**src/hdl/radix_prefixed_integer_parser_unit_assert.svh**
```systemverilog
// Assertion shorthands for the integer parser unit.
// Each expects i_clk and i_rst_n in scope.
`ifndef RADIX_PREFIXED_INTEGER_PARSER_UNIT_ASSERT_SVH
`define RADIX_PREFIXED_INTEGER_PARSER_UNIT_ASSERT_SVH

// Condition holds at every edge out of reset.
`define RPIP_ASSERT_HOLDS(lbl, cond, msg) \
    lbl: assert property (@(posedge i_clk) disable iff (!i_rst_n) (cond)) else $error(msg);

// Same-cycle implication.
`define RPIP_ASSERT_IMPLIES(lbl, ante, cons, msg) \
    lbl: assert property (@(posedge i_clk) disable iff (!i_rst_n) (ante) |-> (cons)) \
        else $error(msg);

// Next-cycle implication.
`define RPIP_ASSERT_NEXT(lbl, ante, cons, msg) \
    lbl: assert property (@(posedge i_clk) disable iff (!i_rst_n) (ante) |=> (cons)) \
        else $error(msg);

`endif

```
**src/hdl/rpip_pkg.sv**
```systemverilog
`timescale 1ns / 1ps
package rpip_pkg;

    localparam int MAX_LEN     = 4095;
    localparam int POS_W       = $clog2(MAX_LEN + 1);
    localparam int SAT_W       = $clog2(MAX_LEN + 2);
    localparam int CODE_W      = 13;
    localparam int VALUE_W     = 64;
    localparam int MAG_W       = VALUE_W - 1;
    localparam int DIGIT_W     = 6;
    localparam int QUEUE_DEPTH = 4;
    localparam int OBUF_DEPTH  = 2;

    // Character classes produced by the front end.
    typedef enum logic [3:0] {
        CLS_BLANK,
        CLS_PLUS,
        CLS_MINUS,
        CLS_MINUS_BAD,
        CLS_DOLLAR,
        CLS_X,
        CLS_AMP,
        CLS_PCT,
        CLS_ZERO,
        CLS_OTHER
    } t_cls;

    typedef enum logic [1:0] {
        PH_LEAD,
        PH_PREFIX,
        PH_ZERO,
        PH_DIGITS
    } t_phase;

    typedef enum logic [1:0] {
        RDX_DEC,
        RDX_HEX,
        RDX_OCT,
        RDX_BIN
    } t_radix;

    typedef enum logic [3:0] {
        ACT_NONE,
        ACT_SIGN_POS,
        ACT_SIGN_NEG,
        ACT_FAIL_AFTER,
        ACT_HEX,
        ACT_OCT,
        ACT_BIN,
        ACT_ZERO,
        ACT_ZERO_HEX,
        ACT_DIGIT
    } t_act;

    // One classified character in flight between front and back.
    typedef struct packed {
        t_cls               cls;
        logic [DIGIT_W-1:0] digit;
        logic               dig_ok;
        logic               has_char;
        logic               last;
        logic [SAT_W-1:0]   code_at;     // position + 1, saturated
        logic [SAT_W-1:0]   code_after;  // position + 2, saturated
    } t_token;

endpackage

```
**src/hdl/radix_prefixed_integer_parser_unit.sv**
```systemverilog
`timescale 1ns / 1ps
// Result path: the last item of a string passes the character queue, then the back end
// writes the result into the result buffer, clearing o_empty so it can be popped.
// Throughput: one character per cycle unless stalled; the multiply-add is combinational.
// A 4-entry character queue and a 2-entry result buffer absorb stalls on either side.
// Reset: i_rst_n is synchronous, active low; queues empty, parser back at leading blanks.
module radix_prefixed_integer_parser_unit import rpip_pkg::*; (
    input  logic                      i_clk,
    input  logic                      i_rst_n,
    input  logic                      i_push,
    output logic                      o_full,
    input  logic [7:0]                i_ch,
    input  logic                      i_has_char,
    input  logic                      i_last,
    input  logic                      i_is_unsigned,
    output logic                      o_empty,
    input  logic                      i_pop,
    output logic signed [VALUE_W-1:0] o_value,
    output logic [CODE_W-1:0]         o_code
);

    t_token w_fe_token, w_be_token;
    logic   w_q_push, w_q_full, w_q_pop, w_q_empty;

    rpip_front u_front (
        .i_clk         (i_clk),
        .i_rst_n       (i_rst_n),
        .i_push        (i_push),
        .i_ch          (i_ch),
        .i_has_char    (i_has_char),
        .i_last        (i_last),
        .i_is_unsigned (i_is_unsigned),
        .o_full        (o_full),
        .i_q_full      (w_q_full),
        .o_q_push      (w_q_push),
        .o_token       (w_fe_token)
    );

    rpip_fifo u_queue (
        .i_clk   (i_clk),
        .i_rst_n (i_rst_n),
        .i_push  (w_q_push),
        .i_data  (w_fe_token),
        .o_full  (w_q_full),
        .i_pop   (w_q_pop),
        .o_data  (w_be_token),
        .o_empty (w_q_empty)
    );

    rpip_back u_back (
        .i_clk     (i_clk),
        .i_rst_n   (i_rst_n),
        .i_token   (w_be_token),
        .i_q_empty (w_q_empty),
        .o_q_pop   (w_q_pop),
        .o_value   (o_value),
        .o_code    (o_code),
        .o_empty   (o_empty),
        .i_pop     (i_pop)
    );

endmodule

```
**src/hdl/rpip_front.sv**
```systemverilog
`timescale 1ns / 1ps
`include "radix_prefixed_integer_parser_unit_assert.svh"
module rpip_front import rpip_pkg::*; (
    input  logic       i_clk,
    input  logic       i_rst_n,
    input  logic       i_push,
    input  logic [7:0] i_ch,
    input  logic       i_has_char,
    input  logic       i_last,
    input  logic       i_is_unsigned,
    output logic       o_full,
    input  logic       i_q_full,
    output logic       o_q_push,
    output t_token     o_token
);

    localparam int EXT_W = POS_W + 2;

    localparam logic [7:0] CH_SPACE  = 8'h20;
    localparam logic [7:0] CH_TAB    = 8'h09;
    localparam logic [7:0] CH_CR     = 8'h0D;
    localparam logic [7:0] CH_LF     = 8'h0A;
    localparam logic [7:0] CH_PLUS   = 8'h2B;
    localparam logic [7:0] CH_MINUS  = 8'h2D;
    localparam logic [7:0] CH_DOLLAR = 8'h24;
    localparam logic [7:0] CH_AMP    = 8'h26;
    localparam logic [7:0] CH_PCT    = 8'h25;
    localparam logic [7:0] CH_LX     = 8'h78;
    localparam logic [7:0] CH_UX     = 8'h58;
    localparam logic [7:0] CH_0      = 8'h30;
    localparam logic [7:0] CH_9      = 8'h39;
    localparam logic [7:0] CH_LA     = 8'h61;
    localparam logic [7:0] CH_LZ     = 8'h7A;
    localparam logic [7:0] CH_UA     = 8'h41;
    localparam logic [7:0] CH_UZ     = 8'h5A;

    logic [POS_W-1:0] r_pos, n_pos;
    logic             r_unsigned, n_unsigned;
    logic             w_accept;
    logic             w_uns;
    logic [7:0]       w_dsub;
    logic [EXT_W-1:0] w_p1, w_p2;
    t_cls             w_cls;
    logic             w_dig_ok;

    assign o_full   = i_q_full;
    assign w_accept = i_push && !i_q_full;
    assign o_q_push = w_accept && (i_has_char || i_last);

    // unsigned mode is sampled on the first character of a string
    assign w_uns = (r_pos == '0) ? i_is_unsigned : r_unsigned;

    always_comb begin
        w_dig_ok = 1'b1;
        w_dsub   = i_ch - CH_0;
        if (i_ch >= CH_0 && i_ch <= CH_9) begin
            w_dsub = i_ch - CH_0;
        end else if (i_ch >= CH_LA && i_ch <= CH_LZ) begin
            w_dsub = i_ch - (CH_LA - 8'd10);
        end else if (i_ch >= CH_UA && i_ch <= CH_UZ) begin
            w_dsub = i_ch - (CH_UA - 8'd10);
        end else begin
            w_dig_ok = 1'b0;
        end
    end

    always_comb begin
        unique case (i_ch)
            CH_SPACE, CH_TAB, CH_CR, CH_LF: w_cls = CLS_BLANK;
            CH_PLUS:                        w_cls = CLS_PLUS;
            CH_MINUS:                       w_cls = w_uns ? CLS_MINUS_BAD : CLS_MINUS;
            CH_DOLLAR:                      w_cls = CLS_DOLLAR;
            CH_LX, CH_UX:                   w_cls = CLS_X;
            CH_AMP:                         w_cls = CLS_AMP;
            CH_PCT:                         w_cls = CLS_PCT;
            CH_0:                           w_cls = CLS_ZERO;
            default:                        w_cls = CLS_OTHER;
        endcase
    end

    assign w_p1 = EXT_W'(r_pos) + EXT_W'(1);
    assign w_p2 = EXT_W'(r_pos) + EXT_W'(2);

    always_comb begin
        o_token.cls      = w_cls;
        o_token.digit    = w_dsub[DIGIT_W-1:0];
        o_token.dig_ok   = w_dig_ok;
        o_token.has_char = i_has_char;
        o_token.last     = i_last;
        o_token.code_at  = SAT_W'(w_p1);
        o_token.code_after = (w_p2 > EXT_W'(MAX_LEN + 1)) ? SAT_W'(MAX_LEN + 1)
                                                          : SAT_W'(w_p2);
    end

    always_comb begin
        n_pos      = r_pos;
        n_unsigned = r_unsigned;
        if (w_accept) begin
            if (i_has_char && r_pos == '0) begin
                n_unsigned = i_is_unsigned;
            end
            if (i_last) begin
                n_pos = '0;
            end else if (i_has_char && r_pos != POS_W'(MAX_LEN)) begin
                n_pos = r_pos + POS_W'(1);
            end
        end
    end

    always_ff @(posedge i_clk) begin
        if (!i_rst_n) begin
            r_pos      <= '0;
            r_unsigned <= 1'b0;
        end else begin
            r_pos      <= n_pos;
            r_unsigned <= n_unsigned;
        end
    end

    `RPIP_ASSERT_NEXT(a_pos_clears_at_end, w_accept && i_last, r_pos == '0, "position not cleared")

endmodule

```
**src/hdl/rpip_fifo.sv**
```systemverilog
`timescale 1ns / 1ps
`include "radix_prefixed_integer_parser_unit_assert.svh"
module rpip_fifo import rpip_pkg::*; (
    input  logic   i_clk,
    input  logic   i_rst_n,
    input  logic   i_push,
    input  t_token i_data,
    output logic   o_full,
    input  logic   i_pop,
    output t_token o_data,
    output logic   o_empty
);

    localparam int PTR_W = $clog2(QUEUE_DEPTH);
    localparam int CNT_W = $clog2(QUEUE_DEPTH + 1);

    t_token           r_mem [QUEUE_DEPTH];
    logic [PTR_W-1:0] r_wptr, n_wptr;
    logic [PTR_W-1:0] r_rptr, n_rptr;
    logic [CNT_W-1:0] r_cnt, n_cnt;
    logic             w_wr, w_rd;

    assign o_full  = (r_cnt == CNT_W'(QUEUE_DEPTH));
    assign o_empty = (r_cnt == '0);
    assign o_data  = r_mem[r_rptr];
    assign w_wr    = i_push && !o_full;
    assign w_rd    = i_pop && !o_empty;

    always_comb begin
        n_wptr = r_wptr;
        n_rptr = r_rptr;
        n_cnt  = r_cnt;
        if (w_wr) begin
            n_wptr = (r_wptr == PTR_W'(QUEUE_DEPTH - 1)) ? '0 : r_wptr + PTR_W'(1);
        end
        if (w_rd) begin
            n_rptr = (r_rptr == PTR_W'(QUEUE_DEPTH - 1)) ? '0 : r_rptr + PTR_W'(1);
        end
        unique case ({w_wr, w_rd})
            2'b10:   n_cnt = r_cnt + CNT_W'(1);
            2'b01:   n_cnt = r_cnt - CNT_W'(1);
            default: n_cnt = r_cnt;
        endcase
    end

    always_ff @(posedge i_clk) begin
        if (w_wr) begin
            r_mem[r_wptr] <= i_data;
        end
    end

    always_ff @(posedge i_clk) begin
        if (!i_rst_n) begin
            r_wptr <= '0;
            r_rptr <= '0;
            r_cnt  <= '0;
        end else begin
            r_wptr <= n_wptr;
            r_rptr <= n_rptr;
            r_cnt  <= n_cnt;
        end
    end

    `RPIP_ASSERT_NEXT(a_q_count_up, w_wr && !w_rd, r_cnt == $past(r_cnt) + CNT_W'(1), "queue count")

endmodule

```
**src/hdl/rpip_back.sv**
```systemverilog
`timescale 1ns / 1ps
`include "radix_prefixed_integer_parser_unit_assert.svh"
module rpip_back import rpip_pkg::*; (
    input  logic                      i_clk,
    input  logic                      i_rst_n,
    input  t_token                    i_token,
    input  logic                      i_q_empty,
    output logic                      o_q_pop,
    output logic signed [VALUE_W-1:0] o_value,
    output logic [CODE_W-1:0]         o_code,
    output logic                      o_empty,
    input  logic                      i_pop
);

    localparam int OPTR_W = $clog2(OBUF_DEPTH);
    localparam int OCNT_W = $clog2(OBUF_DEPTH + 1);
    localparam int PROD_W = MAG_W + 4;

    t_phase             r_phase, n_phase;
    t_radix             r_radix, n_radix;
    logic               r_neg, n_neg;
    logic [MAG_W-1:0]   r_mag, n_mag;
    logic               r_dnz, n_dnz;
    logic               r_fail, n_fail;
    logic [SAT_W-1:0]   r_code, n_code;

    logic [VALUE_W-1:0] r_obuf_val  [OBUF_DEPTH];
    logic [CODE_W-1:0]  r_obuf_code [OBUF_DEPTH];
    logic [OPTR_W-1:0]  r_owptr, n_owptr;
    logic [OPTR_W-1:0]  r_orptr, n_orptr;
    logic [OCNT_W-1:0]  r_ocnt, n_ocnt;

    t_act               w_act;
    logic               w_step, w_emit, w_opop;
    logic [DIGIT_W-1:0] w_limit;
    logic               w_dig_valid;
    logic [PROD_W-1:0]  w_prod, w_sum;
    logic               w_ovf;
    logic [SAT_W-1:0]   w_end_code;
    logic [SAT_W-1:0]   w_res_code;
    logic [VALUE_W-1:0] w_res_val;

    assign w_step  = !i_q_empty && (r_ocnt != OCNT_W'(OBUF_DEPTH));
    assign o_q_pop = w_step;
    assign w_emit  = w_step && i_token.last;
    assign w_opop  = i_pop && !o_empty;

    // decode what this character does in the current phase
    always_comb begin
        w_act = ACT_NONE;
        if (w_step && i_token.has_char && !r_fail) begin
            unique case (r_phase)
                PH_LEAD, PH_PREFIX: begin
                    unique case (i_token.cls)
                        CLS_BLANK:     w_act = (r_phase == PH_LEAD) ? ACT_NONE : ACT_DIGIT;
                        CLS_PLUS:      w_act = (r_phase == PH_LEAD) ? ACT_SIGN_POS : ACT_DIGIT;
                        CLS_MINUS:     w_act = (r_phase == PH_LEAD) ? ACT_SIGN_NEG : ACT_DIGIT;
                        CLS_MINUS_BAD: w_act = (r_phase == PH_LEAD) ? ACT_FAIL_AFTER : ACT_DIGIT;
                        CLS_DOLLAR, CLS_X: w_act = ACT_HEX;
                        CLS_AMP:       w_act = ACT_OCT;
                        CLS_PCT:       w_act = ACT_BIN;
                        CLS_ZERO:      w_act = ACT_ZERO;
                        default:       w_act = ACT_DIGIT;
                    endcase
                end
                PH_ZERO:   w_act = (i_token.cls == CLS_X) ? ACT_ZERO_HEX : ACT_DIGIT;
                PH_DIGITS: w_act = ACT_DIGIT;
                default:   w_act = ACT_DIGIT;
            endcase
        end
    end

    // next phase
    always_comb begin
        unique case (w_act)
            ACT_SIGN_POS, ACT_SIGN_NEG:                   n_phase = PH_PREFIX;
            ACT_ZERO:                                     n_phase = PH_ZERO;
            ACT_HEX, ACT_OCT, ACT_BIN, ACT_ZERO_HEX,
            ACT_DIGIT:                                    n_phase = PH_DIGITS;
            default:                                      n_phase = r_phase;
        endcase
    end

    always_comb begin
        unique case (r_radix)
            RDX_HEX: w_limit = DIGIT_W'(16);
            RDX_OCT: w_limit = DIGIT_W'(8);
            RDX_BIN: w_limit = DIGIT_W'(2);
            default: w_limit = DIGIT_W'(10);
        endcase
    end

    // magnitude * radix + digit; anything above bit MAG_W-1 is overflow
    always_comb begin
        unique case (r_radix)
            RDX_HEX: w_prod = {r_mag, 4'b0000};
            RDX_OCT: w_prod = PROD_W'({r_mag, 3'b000});
            RDX_BIN: w_prod = PROD_W'({r_mag, 1'b0});
            default: w_prod = PROD_W'({r_mag, 3'b000}) + PROD_W'({r_mag, 1'b0});
        endcase
    end

    assign w_sum       = w_prod + PROD_W'(i_token.digit);
    assign w_ovf       = |w_sum[PROD_W-1:MAG_W];
    assign w_dig_valid = i_token.dig_ok && (i_token.digit < w_limit);

    // datapath update
    always_comb begin
        n_radix = r_radix;
        n_neg   = r_neg;
        n_mag   = r_mag;
        n_dnz   = r_dnz;
        n_fail  = r_fail;
        n_code  = r_code;
        unique case (w_act)
            ACT_SIGN_NEG:   n_neg = 1'b1;
            ACT_FAIL_AFTER: begin
                n_fail = 1'b1;
                n_code = i_token.code_after;
            end
            ACT_HEX:        n_radix = RDX_HEX;
            ACT_OCT:        n_radix = RDX_OCT;
            ACT_BIN:        n_radix = RDX_BIN;
            ACT_ZERO: begin
                n_dnz = 1'b1;
                n_mag = '0;
            end
            ACT_ZERO_HEX: begin
                n_radix = RDX_HEX;
                n_dnz   = 1'b0;
            end
            ACT_DIGIT: begin
                if (!w_dig_valid || w_ovf) begin
                    n_fail = 1'b1;
                    n_code = i_token.code_at;
                end else begin
                    n_mag = w_sum[MAG_W-1:0];
                    n_dnz = 1'b1;
                end
            end
            default: ;
        endcase
    end

    // end of string: with a character the length is one past this position
    assign w_end_code = i_token.has_char ? i_token.code_after : i_token.code_at;

    always_comb begin
        w_res_val  = '0;
        w_res_code = '0;
        if (n_fail) begin
            w_res_code = n_code;
        end else if (!n_dnz) begin
            w_res_code = w_end_code;
        end else begin
            w_res_val = n_neg ? (VALUE_W'(0) - VALUE_W'(n_mag)) : VALUE_W'(n_mag);
        end
    end

    always_ff @(posedge i_clk) begin
        if (!i_rst_n) begin
            r_phase <= PH_LEAD;
            r_radix <= RDX_DEC;
            r_neg   <= 1'b0;
            r_mag   <= '0;
            r_dnz   <= 1'b0;
            r_fail  <= 1'b0;
            r_code  <= '0;
        end else if (w_emit) begin
            r_phase <= PH_LEAD;
            r_radix <= RDX_DEC;
            r_neg   <= 1'b0;
            r_mag   <= '0;
            r_dnz   <= 1'b0;
            r_fail  <= 1'b0;
            r_code  <= '0;
        end else begin
            r_phase <= n_phase;
            r_radix <= n_radix;
            r_neg   <= n_neg;
            r_mag   <= n_mag;
            r_dnz   <= n_dnz;
            r_fail  <= n_fail;
            r_code  <= n_code;
        end
    end

    // result buffer
    assign o_empty = (r_ocnt == '0);
    assign o_value = r_obuf_val[r_orptr];
    assign o_code  = r_obuf_code[r_orptr];

    always_comb begin
        n_owptr = r_owptr;
        n_orptr = r_orptr;
        if (w_emit) begin
            n_owptr = (r_owptr == OPTR_W'(OBUF_DEPTH - 1)) ? '0 : r_owptr + OPTR_W'(1);
        end
        if (w_opop) begin
            n_orptr = (r_orptr == OPTR_W'(OBUF_DEPTH - 1)) ? '0 : r_orptr + OPTR_W'(1);
        end
        unique case ({w_emit, w_opop})
            2'b10:   n_ocnt = r_ocnt + OCNT_W'(1);
            2'b01:   n_ocnt = r_ocnt - OCNT_W'(1);
            default: n_ocnt = r_ocnt;
        endcase
    end

    always_ff @(posedge i_clk) begin
        if (w_emit) begin
            r_obuf_val[r_owptr]  <= w_res_val;
            r_obuf_code[r_owptr] <= CODE_W'(w_res_code);
        end
    end

    always_ff @(posedge i_clk) begin
        if (!i_rst_n) begin
            r_owptr <= '0;
            r_orptr <= '0;
            r_ocnt  <= '0;
        end else begin
            r_owptr <= n_owptr;
            r_orptr <= n_orptr;
            r_ocnt  <= n_ocnt;
        end
    end

    `RPIP_ASSERT_NEXT(a_string_end_clears, w_emit, r_phase == PH_LEAD && !r_fail && !r_dnz, "state not cleared")
    `RPIP_ASSERT_HOLDS(a_fail_code_set, !r_fail || r_code != '0, "failure without position")
    `RPIP_ASSERT_HOLDS(a_obuf_bound, r_ocnt <= OCNT_W'(OBUF_DEPTH), "result buffer overrun")

endmodule

```
**config.mk**
```make
export PLATFORM = sky130hd
export DESIGN_NAME = radix_prefixed_integer_parser_unit
export DESIGN_NICKNAME = d
export VERILOG_FILES = /design/src/hdl/rpip_pkg.sv /design/src/hdl/radix_prefixed_integer_parser_unit.sv /design/src/hdl/rpip_front.sv /design/src/hdl/rpip_fifo.sv /design/src/hdl/rpip_back.sv
export VERILOG_INCLUDE_DIRS = /design/src /design/src/hdl
export SDC_FILE = /design/constraint.sdc
export NUM_CORES = 1
export LEC_CHECK = 0
export ABC_AREA = 1
export BUFFER_PORTS_ARGS = -buffer_cell sky130_fd_sc_hd__buf_4
export CAP_MARGIN = 20
export CELL_PAD_IN_SITES_DETAIL_PLACEMENT = 0
export CELL_PAD_IN_SITES_GLOBAL_PLACEMENT = 1
export CORE_MARGIN = 4
export CORE_UTILIZATION = 40
export CTS_CLUSTER_DIAMETER = 120
export DETAILED_ROUTE_END_ITERATION = 16
export PLACE_DENSITY = 0.77
export SLEW_MARGIN = 40
export SYNTH_ARGS = -nofsm -noshare
export SYNTH_HDL_FRONTEND = slang
export SYNTH_SLANG_ARGS = --single-unit
```
**constraint.sdc**
```tcl
create_clock -name i_clk -period 7.2 [get_ports i_clk]
set_input_delay 0.36 -clock i_clk [delete_from_list [all_inputs] [get_ports i_clk]]
set_output_delay 0.36 -clock i_clk [all_outputs]
set_load 0.02 [all_outputs]
```
==> results_dict.tcl <==
set metrics [dict create \
    outcome "finished clean" \
    p_int_mw 5.79 \
    max-slew-margin-rel 0.458 \
    synth_nets 4442 \
    io_buffers 93 \
    cts-resized-gates 0 \
    cp.arrival_ps 6950 \
    design_area_sq_mm 0.0335 \
    placed_area_sq_mm 0.0320 \
    drv_slew 0 \
    num-fill-cells 7870 \
    pwr-share-seq 0.322 \
    pwr-share-clk 0.220 \
    grt_pass1_wl_um 153000 \
    synth_fa_ha_area_frac 0.0403 \
    hold_viol 0 \
    fin_crit_sh 0.907 \
    n_antenna_cell 0 \
    path_clk_slew_ps 60 \
    setup_viol 0 \
    die_x_um 284 \
    dp_hpwl_um 78300 \
    synth_compound_area_frac 0.117 \
    hold_buffers 0 \
    fin_crit_ps 6530 \
    dr.pass1.iters 6 \
    p_comb_frac 0.458 \
    antenna_found_initial 0 \
    setup_tns_ps 0 \
    nNetsFinal 4487 \
    syn_area_sq_mm 0.0304 \
    finalClockSkew_ps 51.2 \
    async_flop_share 0 \
    critPathMaxFanout 38 \
    wl_per_cell_um 18.6 \
    synth-simple-area-share 0.319 \
    multi_input_area_sq_mm 0.0158 \
    seqCellArea_sq_mm 0.0115 \
    cp-start-kind "register" \
    yosys-mux-area-fraction 0.0285 \
    max_cap_viol_count 0 \
    tightest_slew_ps 812 \
    start_util 0.406 \
    clkLatencyLatePin_ps 580 \
    core_sq_mm 0.0748 \
    whs_ps 36.3 \
    leakage_nw 15.7 \
    critical_path.endpoint_type "register" \
    ys.flop_type "edfxtp_1" \
    cp_slowest_cell "fa_1" \
    grt_pass1_vias 26847 \
    irDropWorstVdd_mv 0.278 \
    cts_setup_buffers 0 \
    power_per_cell_area_mw_per_mm2 299 \
    synth_xor_area_frac 0.0127 \
    rsz0062_at_grt "false" \
    io_pins 94 \
    grt.total_usage 0.241 \
    fmax_mhz 153 \
    wirelength_um 100000 \
    cts_tree "built" \
    cpMostUsedCell "nand2_1" \
    vias 28211 \
    htreeDepth 2 \
    crit_family "simple AND/OR/NAND/NOR gates" \
    ys_seq_area_frac 0.379 \
    cts-root-buf "clkbuf_16" \
    drtAntennaViolNets 0 \
    critical_path_class "reg -> reg" \
    worstHoldPathType "in -> reg" \
    synthCells 4331 \
    switching_share 0.422 \
    layout_common_cells "1,397 x nand2_1, 646 x inv_1, 436 x nor2_1" \
    cts_buffers 44 \
    viasPerCell 5.24 \
    cpPeakStageDelay_ps 390 \
    cts_sinks 420 \
    avgSynthCellArea_sq_um 7.01 \
    cts_max_path_buffers 3 \
    drtIter0Drc 2406 \
    synth-edff-count 310 \
    area_growth_pct 10.2 \
    critical_path_required_ps 7620 \
    overflow 0 \
    yosysWarnings 0 \
    yosysUniqueCellTypes 62 \
    path_buf_inv 5 \
    grt_max_degree 84 \
    gp_congestion 0.932 \
    final_common_cell "nand2_1" \
    drive_above_1_share 0.102 \
    synth_top_family_by_area "simple AND/OR/NAND/NOR gates" \
    dieArea_sq_mm 0.0804 \
    drc_errors 0 \
    std_cell_rows 100 \
    synth_seq_cells 420 \
    die-height_um 284 \
    p_switching_mw 4.23 \
]
metal layers:
layer  part of all wire  global-route usage
met4              0.046              0.0952
met1               0.42               0.297
met3              0.046              0.0213
met5                  0                   0
met2               0.49               0.434
worst register-to-register path, delay by kind of cell, from the launching register on:
kind	cells	cell delay [ps]
buffers and inverters	5	790
AO/OA/AOI/OAI	3	610
AND/OR/NAND/NOR	27	3620
adder cells (fa/ha/maj)	4	960
flip-flops	1	380
per-stage QoR:
stage                      util  setup slack (ps)  total power [mW]  instances
final                     0.448               672              10.0       5381
after CTS                 0.447               609              10.1       5380
after floorplan               -              1490              6.35       4331
after global placement    0.428               743              7.83       5298
after global routing      0.448              71.4              10.6       5381
after detailed placement  0.428               637              7.86       5298
power by group through the flow:
stage / registers (mW) / clock network, mW / logic (mW)
3_5_place_dp: 3.28 / 0 / 4.58
3_3_place_gp: 3.26 / 0 / 4.57
2_1_floorplan: 3.24 / 0 / 3.11
4_1_cts: 3.23 / 2.25 / 4.61
6_report: 3.22 / 2.21 / 4.59
5_1_grt: 3.26 / 2.36 / 5.02
kinds of logic (layout without fill, tap and decap cells):
family	after synthesis	in the layout
xor+xnor	44	44
buf+inv	813	894
compound gates	571	571
fa+ha+maj	96	96
simple gates	2310	2310
mux	77	77
flops	420	420
state kept, by name, summed over array words and instances, names as in the netlist, 3 cells and up, named ones only:
| register | flops |
|---|---|
| u_queue.r_cnt | 3 |
| u_back.r_obuf_val | 128 |
| u_back.r_mag | 63 |
| u_queue.r_mem | 156 |
| u_back.r_obuf_code | 26 |
| u_front.r_pos | 12 |
| u_back.r_code | 13 |
cell usage after synthesis, types with 7 or more instances:
cell type | count | share of area
nand2_1 | 1397 | 0.17
inv_1 | 649 | 0.080
nor2_1 | 444 | 0.055
edfxtp_1 | 310 | 0.31
nand3_1 | 249 | 0.041
a21oi_1 | 220 | 0.036
o21ai_0 | 118 | 0.019
dfxtp_1 | 110 | 0.072
ha_1 | 93 | 0.038
mux2_2 | 77 | 0.029
o221ai_1 | 67 | 0.019
clkbuf_1 | 64 | 0.0079
nand4_1 | 44 | 0.0091
nand2_2 | 43 | 0.0089
o22ai_1 | 42 | 0.0086
a32o_1 | 40 | 0.013
buf_2 | 36 | 0.0059
xor2_1 | 34 | 0.0098
nor3_1 | 33 | 0.0054
o21ai_1 | 30 | 0.0049
inv_2 | 27 | 0.0033
nor2_2 | 27 | 0.0056
buf_1 | 19 | 0.0023
nand3_2 | 18 | 0.0059
nor2_4 | 15 | 0.0056
or2_2 | 13 | 0.0027
xnor2_1 | 10 | 0.0029
a32oi_1 | 9 | 0.0026
o211ai_1 | 8 | 0.0020
o21ai_2 | 8 | 0.0023
clkinv_1 | 7 | 0.00087
final timing paths:
path	endpoint	from	cells after the start	slack, ps
setup / recovery	u_back.r_obuf_val[0][54]$_DFFE_PP_	u_back.r_radix[0]$_SDFFE_PP0P_	39	670
hold / removal	u_queue.r_mem[3][27]$_DFFE_PP_	i_has_char	1	40
setup reg to reg	u_back.r_obuf_val[0][54]$_DFFE_PP_	u_back.r_radix[0]$_SDFFE_PP0P_	39	670
hold reg to reg	u_back.r_orptr$_SDFFE_PN0P_	u_back.r_orptr$_SDFFE_PN0P_	1	450
area by class of cell:
type                    instances  share of cell area
repair buffers                129              0.0300
clock buffers                  55              0.0347
well taps                     969              0.0362
inverters                     683              0.0766
clock inverters                27             0.00721
flip-flops and latches        420               0.344
multi-input cells            3098               0.471
Note: power is estimated with default switching activity, not from simulation.
